--- config.mk ---
export PLATFORM = sky130hd
export DESIGN_NAME = ssg_cell
export DESIGN_NICKNAME = d
export VERILOG_FILES = /design/src/hdl/ssg_cell.sv
export SDC_FILE = /design/constraint.sdc
export NUM_CORES = 1
export LEC_CHECK = 0
export ABC_CLOCK_PERIOD_IN_PS = 900
export BUFFER_PORTS_ARGS = -buffer_cell sky130_fd_sc_hd__buf_4
export CAP_MARGIN = 20
export CORE_ASPECT_RATIO = 0.9
export CORE_MARGIN = 10
export CORE_UTILIZATION = 30
export CTS_CLUSTER_SIZE = 40
export DETAILED_ROUTE_END_ITERATION = 10
export PLACE_DENSITY_LB_ADDON = 0.2
export SYNTH_ARGS = -nofsm -noshare
export SYNTH_HDL_FRONTEND = slang
export SYNTH_SLANG_ARGS = --single-unit
--- constraint.sdc ---
create_clock -name clk -period 0.9 [get_ports clk]
set_input_delay 0.135 -clock clk [delete_from_list [all_inputs] [get_ports clk]]
set_output_delay 0.135 -clock clk [all_outputs]
set_load 0.01 [all_outputs]
--- src/hdl/ssg_cell.sv ---
`timescale 1ns / 1ps
module ssg_cell #(
	parameter int WIDTH = 30
) (
	input  logic             clk,
	input  logic             arst_n,
	input  logic             clr,
	input  logic             shift,
	input  logic [WIDTH-1:0] nbr,
	input  logic [WIDTH-1:0] mix,
	output logic [WIDTH-1:0] val
);

	logic [WIDTH-1:0] val_q;

	// takes the neighbor's value, folded with mix, on every shift
	always_ff @(posedge clk or negedge arst_n) begin
		if (!arst_n) begin
			val_q <= '0;
		end else if (clr) begin
			val_q <= '0;
		end else if (shift) begin
			val_q <= nbr ^ mix;
		end
	end

	assign val = val_q;

endmodule

==> results.tsv, run 1 <==
metric	value	unit
Slowest cell on crit path	dfrtp_1	
crit path capture type	output port	
Crit Path Max Fanout	2	
routed wire length	4.58	mm
syn avg cell area	12.3	um^2
Max Clk Rate	1050	MHz
Slew @ Worst Pin	0.492	ns
# clock sinks	30	
status	complete, but fails checks	
hold slack	0.160	ns
max_cap viols	0	
Psw	1.01	mW
Met1 Wirelength	1.87	mm
initial antenna violation count	0	
DRC Markers	0	
Port Buf Inserts	93	
Gate Count Post-Synth	130	
Hold Violations, Final	0	
antenna-violating nets left	0	
# setup viols final	30	
Synth area leaders	dfrtp_1 47%, a211oi_2 23%, xnor2_1 16%	
LEAKAGE	1.24	nW
CP bufs+invs	1	
met2 WL post-DR	2.29	mm
Final Util	52.6	%
Flop pwr share	40.9	%
Sw Share	26.9	%
class of the worst hold path	in2reg	
DP Wirelength	3.47	mm
PwrDens	1360	mW/mm^2
most frequent cells in the layout	84 x buf_4, 30 x xnor2_1, 30 x a211oi_2, 30 x buf_6, 30 x dfrtp_1	
Core Box Area	0.00522	mm^2
Die Wd	97.0	um
die area	0.00867	mm^2
Net count, final	309	
layout cell share with drive strength beyond 1	66.7	%
Yosys reg bits	30	
H-tree Lvls	2	
Mapped Area	0.00160	mm^2
detailed-router iteration count before antenna repair	4	
clock slew at reported path FFs	0.06	ns
DR vias	1357	
CP Launch Type	register	
routability cong.	0.703	
area leader, netlist	dfrtp_1	
Rows	25	
clock power share	29.5	%
Fillers	499	
routed length on met3	362	um
PnR worst setup slack	-0.0506	ns
Post-Syn Nets	194	
# IOs	94	
Logic pwr share	29.6	%
Bufs on Longest Clock Path	2	
initial drt markers	20	
crit path kind	reg2out	
Slew Viols, Final	0	
crit-path cells	buf_6	
Tot GR Track Use	11.0	%
first-pass GRT wire length	7.71	mm
antenna cell count	0	
grt ovf	0	
Yosys warning total	0	
Initial Util	30.7	%
Req. time, crit path	0.76	ns
Period minus WS final	0.951	ns
CP peak stage delay	0.40	ns
number of flip-flops in the largest register	30	
fin crit share	106	%
failing checks	setup timing	
CTS root buffer	clkbuf_8	
commonest non-fill, non-tap cell in the layout	buf_4	
RSZ-0062 raised after global routing	true	
area grow syn2layout	71.3	%
worst ir drop on vdd	538	uV
Die H	89.3	um
CP Data Arrival Time	0.82	ns
Netlist cell types	8	
CTS tree	yes	
total CTS buffers	5	
Worst path top cell family by delay	flip-flops	
Slew HR	67.2	%
top routing layer used	met4	
Synth top area share	46.8	%
clk_lat worst skew	0.28	ns
Setup WS pre-CTS	0.0603	ns
Avg WL per Cell	14.6	um
post-synthesis sequential area ratio	46.8	%
P_int	2.73	mW
via/cell ratio	4.34	
clk_skew	0	ns
largest net degree at the start of global routing	31	
vias in the first global route	1567	
==> power groups by stage <==
stage | clock network, mW | registers, mW | logic [mW]
6_report | 1.10 | 1.53 | 1.11
3_5_place_dp | 0 | 1.54 | 0.946
3_3_place_gp | 0 | 1.54 | 0.939
4_1_cts | 1.14 | 1.53 | 1.11
2_1_floorplan | 0 | 1.58 | 0.401
5_1_grt | 1.23 | 1.54 | 1.20
==> cell families (layout without fill, tap and decap cells) <==
group                     after synthesis  after routing  share of synthesized area, %
AOI/OAI and AO/OA                      30             30                          23.4
xor gates and xnor gates               30             30                          16.4
DFF                                    30             30                          46.8
and+or+nand+nor                        30             30                          8.59
buffers and inverters                  10            126                          4.76
==> cell type report <==
cell class                 count  area, um^2  area share, %
timing repair buffer         118        1040           37.8
multi-input combinational     90         781           28.4
tap                           67        83.8           3.05
sequential                    30         751           27.3
clock inverter                 1        5.00          0.182
clock buffer                   7        86.3           3.14
==> cells in the mapped netlist (all sizes together) <==
| cell type | instances |
|---|---|
| nor2 | 30 |
| buf | 10 |
| xnor2 | 30 |
| dfrtp | 30 |
| a211oi | 30 |
==> timing repair <==
| item | CTS | global route |
|---|---|---|
| hold buffers | 1 | 0 |
| endpoints found under the setup margin | 30 | 30 |
| pin swaps | 0 | 0 |
| setup buffers | 18 | 3 |
| hold endpoints to repair | 30 | 0 |
| gates resized for setup | 30 | 1 |
==> worst paths after layout <==
check | slack [ns] | to | startpoint | cells after the start
max | -0.05 | val[28] | val[28] | 1
min | 0.16 | val[8] | nbr[8] | 3
max reg2reg | 0 | val[14] | val[14] | 4
min reg2reg | 0.60 | val[2] | val[2] | 2
max in group asynchronous | 0.30 | val[2] | arst_n | 2
min in group asynchronous | 0.32 | val[14] | arst_n | 2
==> per-stage QoR <==
| step | cells | TNS, ns | total power [mW] | instance area [um^2] |
|---|---|---|---|---|
| 5_1_grt | 313 | -2.19 | 3.98 | 2750 |
| 3_5_place_dp | 283 | 0 | 2.48 | 2370 |
| 6_report | 313 | -0.959 | 3.74 | 2750 |
| 4_1_cts | 310 | -1.34 | 3.78 | 2720 |
| 2_1_floorplan | 130 | 0 | 1.98 | 1600 |
| 3_3_place_gp | 283 | 0 | 2.48 | 2370 |
==> per-layer routing <==
metal | global-route usage (%) | up-vias
met2 | 17.9 | 52
met3 | 5.41 | 7
li1 | - | 675
met4 | 3.61 | 0
met5 | 0 | -
met1 | 12.4 | 623
(Power assumes the default switching activity.)
==> run 2: changes to the inputs <==
==> constraint.sdc (replaced) <==
create_clock -name clk -period 0.9 [get_ports clk]
set_input_delay 0.045 -clock clk [delete_from_list [all_inputs] [get_ports clk]]
set_output_delay 0.045 -clock clk [all_outputs]
set_load 0.01 [all_outputs]
==> run 2 against run 1 <==
The flow now finishes without violations. Cell count is 6.7% lower. Via count is 7.6% lower. Sequential power hardly changed. Critical path type unchanged.
==> results.tsv, run 2 (synthesis results as in run 1) <==
metric	value	unit	change
status	finished, final reports clean		
initial drt markers	24		+20%
Period minus WS final	0.861	ns	-0.0896 ns
Port Buf Inserts	93		unchanged
Logic pwr share	24.6	%	-5.0 points
largest net degree at the start of global routing	35		+13%
Max Clk Rate	1160	MHz	+10%
number of flip-flops in the largest register	30		unchanged
hold slack	0.0663	ns	-0.0937 ns
PwrDens	1520	mW/mm^2	+12%
DRC Markers	0		unchanged
first-pass GRT wire length	7.11	mm	-7.9%
Crit Path Max Fanout	2		unchanged
RSZ-0062 raised after global routing	false		
LEAKAGE	1.12	nW	-10%
# IOs	94		unchanged
Die Wd	97.0	um	unchanged
Core Box Area	0.00522	mm^2	unchanged
setup_tns	0	ns	+0.959 ns
detailed-router iteration count before antenna repair	4		unchanged
Net count, final	289		-6.5%
fin crit share	95.7	%	-10 points
Psw	944	uW	-6.2%
die area	0.00867	mm^2	unchanged
Avg WL per Cell	14.8	um	+1.1%
Rows	25		unchanged
clock power share	35.6	%	+6.1 points
class of the worst hold path	in2reg		
grt ovf	0		unchanged
Setup WS pre-CTS	0.144	ns	+0.0838 ns
Initial Util	30.7	%	unchanged
Slowest cell on crit path	dfrtp_1		
crit path capture type	output port		
crit-path cells	buf_4		
Slew @ Worst Pin	0.502	ns	+0.0108 ns
clk_lat worst skew	0.27	ns	about the same
power consumption	3.80	mW	+1.8%
Tot GR Track Use	10.0	%	-0.98 points
DR vias	1254		-7.6%
Req. time, crit path	0.85	ns	+0.09 ns
worst ir drop on vdd	759	uV	+41%
routability cong.	0.708		+0.68%
total CTS buffers	5		unchanged
PnR worst setup slack	0.0390	ns	+0.0896 ns
# clock sinks	30		unchanged
Bufs on Longest Clock Path	2		unchanged
Worst path top cell family by delay	flip-flops		
H-tree Lvls	2		unchanged
Hold Violations, Final	0		unchanged
most frequent cells in the layout	92 x buf_4, 30 x xnor2_1, 30 x a211oi_2, 30 x dfrtp_1, 20 x nor2_1		
antenna cell count	0		unchanged
CP bufs+invs	1		unchanged
Flop pwr share	39.8	%	-1.1 points
vias in the first global route	1389		-11%
Final Util	47.8	%	-4.7 points
# setup viols final	0		-100%
Sw Share	24.8	%	-2.1 points
antenna-violating nets left	0		unchanged
commonest non-fill, non-tap cell in the layout	buf_4		
area grow syn2layout	55.8	%	
via/cell ratio	4.29		-0.94%
max_cap viols	0		unchanged
layout cell share with drive strength beyond 1	64.0	%	-2.7 points
crit path kind	reg2out		
Die H	89.3	um	unchanged
CP peak stage delay	0.39	ns	about the same
routed wire length	4.32	mm	-5.7%
P_int	2.86	mW	+4.7%
clock slew at reported path FFs	0.06	ns	about the same
CP Launch Type	register		
CP Data Arrival Time	0.82	ns	about the same
Slew Viols, Final	0		unchanged
CTS tree	yes		
clk_skew	0	ns	unchanged
CTS root buffer	clkbuf_8		
DP Wirelength	3.30	mm	-4.8%
Slew HR	66.5	%	-0.72 points
initial antenna violation count	0		unchanged
==> run 2: changes by cell type in the layout (fill, tap and decap cells not counted) <==
cell | before | now
clkinv_2 | 1 | 0
clkbuf_1 | 1 | 0
buf_6 | 30 | 3
nor2_4 | 1 | 0
buf_12 | 3 | 2
buf_4 | 84 | 92
bufinv_16 | 0 | 1
nor2_2 | 9 | 10
==> run 2: layout make-up <==
cell class,count,area (um^2)
clock inverter,1,30.0
multi-input combinational,90,776
sequential,30,751
tap,67,83.8
fill,500,2730
clock buffer,6,82.6
timing repair buffer,98,774
==> run 2: worst paths after layout <==
path | start | to | slack, ns | cells after the start
worst max-delay path | val[12] | val[12] | 0.04 | 1
worst min-delay path | nbr[8] | val[8] | 0.07 | 3
worst max register to register | val[6] | val[6] | 0.12 | 3
worst min register to register | val[14] | val[14] | 0.56 | 2
max in group asynchronous | arst_n | val[29] | 0.36 | 2
min in group asynchronous | arst_n | val[6] | 0.25 | 2
==> run 2: metal layers <==
layer,global-route usage [%],share of wire (%)
met1,11.8,41
met4,3.61,0.53
met5,0,0
met2,16.1,50
met3,4.25,9.2
==> run 2: power groups by stage <==
stage | clock, mW | sequential, mW | combinational [mW]
after floorplan | 0 | 1.58 | 0.401
after global placement | 0 | 1.54 | 0.931
after detailed placement | 0 | 1.54 | 0.933
final | 1.36 | 1.51 | 0.935
after global routing | 1.48 | 1.53 | 1.02
after CTS | 1.40 | 1.51 | 0.940
==> run 2: what timing repair did <==
| item | CTS | global route |
|---|---|---|
| hold buffers | 1 | 0 |
| setup buffers | 0 | 2 |
| gates resized for setup | 0 | 3 |
| setup endpoints to repair | 0 | 5 |
| hold endpoints to repair | 30 | 0 |
==> run 2: per-stage QoR <==
stage	std cells	cell area [um^2]
after floorplan	130	1600
after global placement	282	2350
after detailed placement	282	2350
after CTS	290	2470
after global routing	292	2500
final	292	2500
