### src/hdl/ssg_pkg.sv
`timescale 1ns / 1ps
package ssg_pkg;

	localparam int ROM_ROWS = 39;
	localparam int MAX_DEG  = 8;
	localparam int VAL_W    = 30;
	localparam int DIMIDX_W = 6;
	localparam int BC_W     = 5;
	localparam int ROW_W    = 6;

	typedef enum logic [1:0] {
		CMD_INIT = 2'd0,
		CMD_GEN  = 2'd1,
		CMD_SKIP = 2'd2
	} cmd_t;

	localparam logic REG_DIMENSIONS = 1'b0;
	localparam logic REG_MAX_POINTS = 1'b1;

	// primitive polynomials, one per dimension above the first
	localparam logic [8:0] POLY [ROM_ROWS] = '{
		9'd3,   9'd7,   9'd11,  9'd13,  9'd19,  9'd25,  9'd37,  9'd59,
		9'd47,  9'd61,  9'd55,  9'd41,  9'd67,  9'd97,  9'd91,  9'd109,
		9'd103, 9'd115, 9'd131, 9'd193, 9'd137, 9'd145, 9'd143, 9'd241,
		9'd157, 9'd185, 9'd167, 9'd229, 9'd171, 9'd213, 9'd191, 9'd253,
		9'd203, 9'd211, 9'd239, 9'd247, 9'd285, 9'd369, 9'd299
	};

	localparam logic [3:0] POLY_DEG [ROM_ROWS] = '{
		4'd1, 4'd2, 4'd3, 4'd3, 4'd4, 4'd4, 4'd5, 4'd5,
		4'd5, 4'd5, 4'd5, 4'd5, 4'd6, 4'd6, 4'd6, 4'd6,
		4'd6, 4'd6, 4'd7, 4'd7, 4'd7, 4'd7, 4'd7, 4'd7,
		4'd7, 4'd7, 4'd7, 4'd7, 4'd7, 4'd7, 4'd7, 4'd7,
		4'd7, 4'd7, 4'd7, 4'd7, 4'd8, 4'd8, 4'd8
	};

	// initial odd numbers m[0..deg-1]
	localparam logic [6:0] POLY_INIT [ROM_ROWS][MAX_DEG] = '{
		'{7'd1, 7'd1, 7'd0,  7'd0,  7'd0,  7'd0,  7'd0,   7'd0},
		'{7'd1, 7'd1, 7'd0,  7'd0,  7'd0,  7'd0,  7'd0,   7'd0},
		'{7'd1, 7'd3, 7'd7,  7'd0,  7'd0,  7'd0,  7'd0,   7'd0},
		'{7'd1, 7'd1, 7'd5,  7'd0,  7'd0,  7'd0,  7'd0,   7'd0},
		'{7'd1, 7'd3, 7'd1,  7'd1,  7'd0,  7'd0,  7'd0,   7'd0},
		'{7'd1, 7'd1, 7'd3,  7'd7,  7'd0,  7'd0,  7'd0,   7'd0},
		'{7'd1, 7'd3, 7'd3,  7'd9,  7'd9,  7'd0,  7'd0,   7'd0},
		'{7'd1, 7'd3, 7'd7,  7'd13, 7'd3,  7'd0,  7'd0,   7'd0},
		'{7'd1, 7'd1, 7'd5,  7'd11, 7'd27, 7'd0,  7'd0,   7'd0},
		'{7'd1, 7'd3, 7'd5,  7'd1,  7'd15, 7'd0,  7'd0,   7'd0},
		'{7'd1, 7'd1, 7'd7,  7'd3,  7'd29, 7'd0,  7'd0,   7'd0},
		'{7'd1, 7'd3, 7'd7,  7'd7,  7'd21, 7'd0,  7'd0,   7'd0},
		'{7'd1, 7'd1, 7'd1,  7'd9,  7'd23, 7'd37, 7'd0,   7'd0},
		'{7'd1, 7'd3, 7'd3,  7'd5,  7'd19, 7'd33, 7'd0,   7'd0},
		'{7'd1, 7'd1, 7'd3,  7'd13, 7'd11, 7'd7,  7'd0,   7'd0},
		'{7'd1, 7'd1, 7'd7,  7'd13, 7'd25, 7'd5,  7'd0,   7'd0},
		'{7'd1, 7'd3, 7'd5,  7'd11, 7'd7,  7'd11, 7'd0,   7'd0},
		'{7'd1, 7'd1, 7'd1,  7'd3,  7'd13, 7'd39, 7'd0,   7'd0},
		'{7'd1, 7'd3, 7'd1,  7'd15, 7'd17, 7'd63, 7'd13,  7'd0},
		'{7'd1, 7'd1, 7'd5,  7'd5,  7'd1,  7'd27, 7'd33,  7'd0},
		'{7'd1, 7'd3, 7'd3,  7'd3,  7'd25, 7'd17, 7'd115, 7'd0},
		'{7'd1, 7'd1, 7'd3,  7'd15, 7'd29, 7'd15, 7'd41,  7'd0},
		'{7'd1, 7'd3, 7'd1,  7'd7,  7'd3,  7'd23, 7'd79,  7'd0},
		'{7'd1, 7'd3, 7'd7,  7'd9,  7'd31, 7'd29, 7'd17,  7'd0},
		'{7'd1, 7'd1, 7'd5,  7'd13, 7'd11, 7'd3,  7'd29,  7'd0},
		'{7'd1, 7'd3, 7'd1,  7'd9,  7'd5,  7'd21, 7'd119, 7'd0},
		'{7'd1, 7'd1, 7'd3,  7'd1,  7'd23, 7'd13, 7'd75,  7'd0},
		'{7'd1, 7'd3, 7'd3,  7'd11, 7'd27, 7'd31, 7'd73,  7'd0},
		'{7'd1, 7'd1, 7'd7,  7'd7,  7'd19, 7'd25, 7'd105, 7'd0},
		'{7'd1, 7'd3, 7'd5,  7'd5,  7'd21, 7'd9,  7'd7,   7'd0},
		'{7'd1, 7'd1, 7'd1,  7'd15, 7'd5,  7'd49, 7'd59,  7'd0},
		'{7'd1, 7'd1, 7'd1,  7'd1,  7'd1,  7'd33, 7'd65,  7'd0},
		'{7'd1, 7'd3, 7'd5,  7'd15, 7'd17, 7'd19, 7'd21,  7'd0},
		'{7'd1, 7'd1, 7'd7,  7'd11, 7'd13, 7'd29, 7'd3,   7'd0},
		'{7'd1, 7'd3, 7'd7,  7'd5,  7'd7,  7'd11, 7'd113, 7'd0},
		'{7'd1, 7'd1, 7'd5,  7'd3,  7'd15, 7'd19, 7'd61,  7'd0},
		'{7'd1, 7'd3, 7'd1,  7'd1,  7'd9,  7'd27, 7'd89,  7'd7},
		'{7'd1, 7'd1, 7'd3,  7'd7,  7'd31, 7'd15, 7'd45,  7'd23},
		'{7'd1, 7'd3, 7'd3,  7'd9,  7'd9,  7'd25, 7'd107, 7'd39}
	};

endpackage

### src/hdl/ssg_dirgen.sv
`timescale 1ns / 1ps
module ssg_dirgen import ssg_pkg::*; #(
	parameter int MAX_DIMS = 40,
	parameter int DIR_BITS = 30,
	localparam int DW = (MAX_DIMS > 1) ? $clog2(MAX_DIMS) : 1,
	localparam int KW = (DIR_BITS > 1) ? $clog2(DIR_BITS) : 1
) (
	input  logic                clk,
	input  logic                arst_n,
	input  logic                start,
	input  logic                step,
	output logic [DIR_BITS-1:0] dir_word,
	output logic                done
);

	logic [DW-1:0]       d_q;
	logic [KW-1:0]       k_q;
	logic [DIR_BITS-1:0] win_q [MAX_DEG];   // win_q[j] holds m[k-1-j]
	logic [ROW_W-1:0]    row;
	logic [3:0]          deg;
	logic [8:0]          pol;
	logic [7:0]          k8;
	logic [DIR_BITS-1:0] m_cur;
	logic [KW-1:0]       shamt;

	always_comb begin
		row   = (d_q == '0) ? '0 : ROW_W'(d_q) - ROW_W'(1);
		deg   = POLY_DEG[row];
		pol   = POLY[row];
		k8    = 8'(k_q);
		m_cur = '0;
		if (d_q == '0) begin
			m_cur = DIR_BITS'(1);
		end else if (k8 < 8'(deg)) begin
			m_cur = DIR_BITS'(POLY_INIT[row][k8[2:0]]);
		end else begin
			// m[k] = m[k-deg] ^ sum of a_b * m[k-deg+b] << (deg-b)
			for (int j = 0; j < MAX_DEG; j++) begin
				if (j == int'(deg) - 1) begin
					m_cur = m_cur ^ win_q[j];
				end
				if ((j < int'(deg)) && pol[int'(deg) - 1 - j]) begin
					m_cur = m_cur ^ (win_q[j] << (j + 1));
				end
			end
		end
		shamt    = KW'(DIR_BITS - 1) - k_q;
		dir_word = m_cur << shamt;
		done     = (d_q == DW'(MAX_DIMS - 1)) && (k_q == KW'(DIR_BITS - 1));
	end

	always_ff @(posedge clk or negedge arst_n) begin
		if (!arst_n) begin
			d_q <= '0;
			k_q <= '0;
		end else if (start) begin
			d_q <= '0;
			k_q <= '0;
		end else if (step) begin
			if (k_q == KW'(DIR_BITS - 1)) begin
				k_q <= '0;
				d_q <= d_q + DW'(1);
			end else begin
				k_q <= k_q + KW'(1);
			end
		end
	end

	always_ff @(posedge clk) begin
		if (step) begin
			win_q[0] <= m_cur;
			for (int j = 1; j < MAX_DEG; j++) begin
				win_q[j] <= win_q[j-1];
			end
		end
	end

endmodule

### config.mk
export PLATFORM = sky130hd
export DESIGN_NAME = ssg_dirgen
export DESIGN_NICKNAME = d
export VERILOG_FILES = /design/src/hdl/ssg_pkg.sv /design/src/hdl/ssg_dirgen.sv
export SDC_FILE = /design/constraint.sdc
export NUM_CORES = 1
export LEC_CHECK = 0
export CAP_MARGIN = 20
export CORE_MARGIN = 3
export CORE_UTILIZATION = 48
export DETAILED_ROUTE_END_ITERATION = 7
export DONT_BUFFER_PORTS = 1
export PLACE_DENSITY = 0.61
export SYNTH_ARGS = -nofsm -noshare
export SYNTH_HDL_FRONTEND = slang
export SYNTH_SLANG_ARGS = --single-unit
### constraint.sdc
create_clock -name clk -period 17.6 [get_ports clk]
set_input_delay 0.88 -clock clk [delete_from_list [all_inputs] [get_ports clk]]
set_output_delay 0.88 -clock clk [all_outputs]
set_load 0.02 [all_outputs]
==> impl_metrics.yaml <==
run_status:
  status: "completed"
timing:
  fin_worst_skew_ns: 0.02899
  maxSlewViolCount: 0
  layout_setup_ws_ns: 5.893
  setup_violations: 0
  rsz0062_at_grt: "false"
  period_share: 0.6652
  setup_tns_ns: 0
  post-route-min-period_ns: 11.71
  hold_violations: 0
  max_slew_margin: 0.2788
  fmax_mhz: 85.42
  worst_pin_slew_ns: 1.082
layout:
  multiInputGateArea_um2: 11350
  diodes: 0
  final_core_util: 0.5260
  drive_above_1_share: 0.07413
  nFillCells: 3628
  regArea_um2: 7482
  nNetsFinal: 2005
  area_delta_synth_final_pct: 7.518
synthesis:
  yosysWarnings: 0
  netlist_area_um2: 19570
  synth_top_area_frac: 0.3682
  synth_enable_flop_cells: 240
  seq_area_frac_synth: 0.3823
  ys_ff_latch: 251
  synthArstFlopShare: 0.04382
  syn_inst: 2019
  synth_largest_area_cell: "edfxtp_1"
  synthFlopType: "edfxtp_1"
  synth.most_common_cell: "nand2_1"
  synth.distinct_cells: 102
  synth_nets: 2062
  syn_area_per_cell_um2: 9.694
  synthTopCellsByArea: "edfxtp_1, xnor2_1, nand2_1, xnor3_1, xor2_1"
  synth_top_cells_by_count: "nand2_1, edfxtp_1, xnor2_1"
critical_path:
  start_kind: "register"
  cp_max_fo: 38
  rr_worst_depth: 27
  r2r_end: "win_q[0][26]"
  required_ns: 16.72
  r2r-start: "d_q[0]"
  reg2reg_setup_slack_ns: 8.48
  slowest_stage: "dfrtp_1"
  crit_path_frequent_cell: "xnor2_1"
  critPathKind: "register to output pin"
  max_stage_delay_ns: 0.90
  arrival_ns: 10.83
  end_kind: "output pin"
power_and_ir_drop:
  ir_drop_mv: 0.08324
  p_total_mw: 1.466
  leakagePower_nw: 7.514
  power.density_nw_per_um2: 69.65
clock_network:
  htree_levels: 1
  post_cts_buffers: 0
  cts.sinks: 251
  ctsRootBufferMaster: "clkbuf_16"
  clock_latency_ns: 0.60
  cts-buffers-inserted: 30
  cts_tree: "built"
  clk_path_buf_depth: 3
  cts.clk_slew.worst_paths_ns: 0.06
place:
  dp_slack_ns: 6.793
  numPortBuffers: 0
  dp_hpwl_um: 46890
  place_congestion: 0.9478
routing:
  wl_per_cell_um: 27.18
  drt_wl_total_um: 68170
  num_vias: 16300
  drt-pass1-iter-count: 6
  via_per_inst: 6.498
  ant_nets: 0
  drc: 0
  drt_iter0_drc: 2190
min_path:
  worstHoldPathCells: 1
  holdPathEnd: "k_q[1]"
  min_from: "start"
  hold_path.class: "primary input to register"
floorplanning:
  dieArea_um2: 43230
  start_util: 0.4892
  die_h_um: 207.9
  rows: 73
  die_x_um: 207.9
  io_pins: 35
  core-area_um2: 40010
grt:
  grt_max_degree: 249
  grt_overflow: 0
  antenna_found_initial: 0
  grt_pass1_vias: 15470
  grt_pass1_wl_um: 101200
  gr-usage-all-layers: 0.3057
run:
  maxCapViolations: 0
[worst max-delay path by stage]
stage          slack [ns]  cells past startpoint  startpoint           end
2_1_floorplan        8.09                     40      d_q[0]  dir_word[23]
3_3_place_gp         7.02                     29      d_q[0]   dir_word[9]
3_5_place_dp         6.79                     29      d_q[0]   dir_word[9]
4_1_cts              6.14                     29      d_q[0]   dir_word[9]
5_1_grt              5.40                     29      d_q[0]  dir_word[23]
6_report             5.89                     29      d_q[0]   dir_word[9]
[placed cells by master, fill, tap and decap left out, types with 46 or more instances in the layout]
master	instances
a21oi_1	64
buf_4	48
edfxtp_1	240
inv_1	46
nand2_1	348
nand3_1	95
nor2_1	131
o21ai_0	76
xnor2_1	234
xnor3_1	57
xor2_1	61
[through the flow]
step / instances / cell area [um^2] / hold WS (ns)
CTS: 2508 / 21040 / 0.3358
global route: 2508 / 21040 / 0.3436
global placement: 2454 / 20050 / 0.4308
finish: 2508 / 21040 / 0.3524
detailed placement: 2454 / 20050 / 0.4327
floorplan: 2019 / 19570 / 0.4260
[report_power, final]
| group | internal, mW | switching [mW] | total (mW) |
|---|---|---|---|
| Sequential | 0.688 | 0.0276 | 0.716 |
| Combinational | 0.0487 | 0.0735 | 0.122 |
| Clock | 0.359 | 0.268 | 0.628 |
[sequential cells by signal, summed over array words and instances (netlist names)]
name and flops:
k_q 5, d_q 6, win_q 240
[critical path, delay by kind of cell (launching register included)]
kind	cells	cell delay, ns
AOI/OAI and AO/OA	7	2.43
xor gates and xnor gates	8	2.10
adders and majority gates	4	1.43
buffers and inverters	6	2.00
DFF	1	0.90
and+or+nand+nor	4	1.32
[logic make-up after synthesis]
| kind of cell | after synthesis | synth area share |
|---|---|---|
| adder cells (fa/ha/maj) | 39 | 0.02493 |
| buffers and inverters | 189 | 0.04021 |
| XOR/XNOR | 364 | 0.2114 |
| AND/OR/NAND/NOR | 736 | 0.1698 |
| AO/OA/AOI/OAI | 414 | 0.1525 |
| flip-flops | 251 | 0.3823 |
| multiplexers | 26 | 0.01886 |
[routing by layer]
layer	wire (um)	track usage	vias to the layer above
li1	-	-	7175
met5	0	0	-
met1	28650	0.4532	7894
met4	2224	0.08184	0
met3	8205	0.07117	152
met2	29080	0.4517	1076
[final cells by class]
type	instances	area share
clock inverter	18	0.009989
timing repair buffer	49	0.01760
multi-input combinational	1579	0.5395
tap	525	0.03121
clock buffer	35	0.03657
inverter	51	0.009573
sequential	251	0.3556
[timing repair]
action | CTS | global route
resized for setup | 0 | 0
hold buffers | 1 | 0
endpoints found under the hold margin | 11 | 0
setup endpoints to repair | 0 | 0
(Power assumes the default switching activity.)
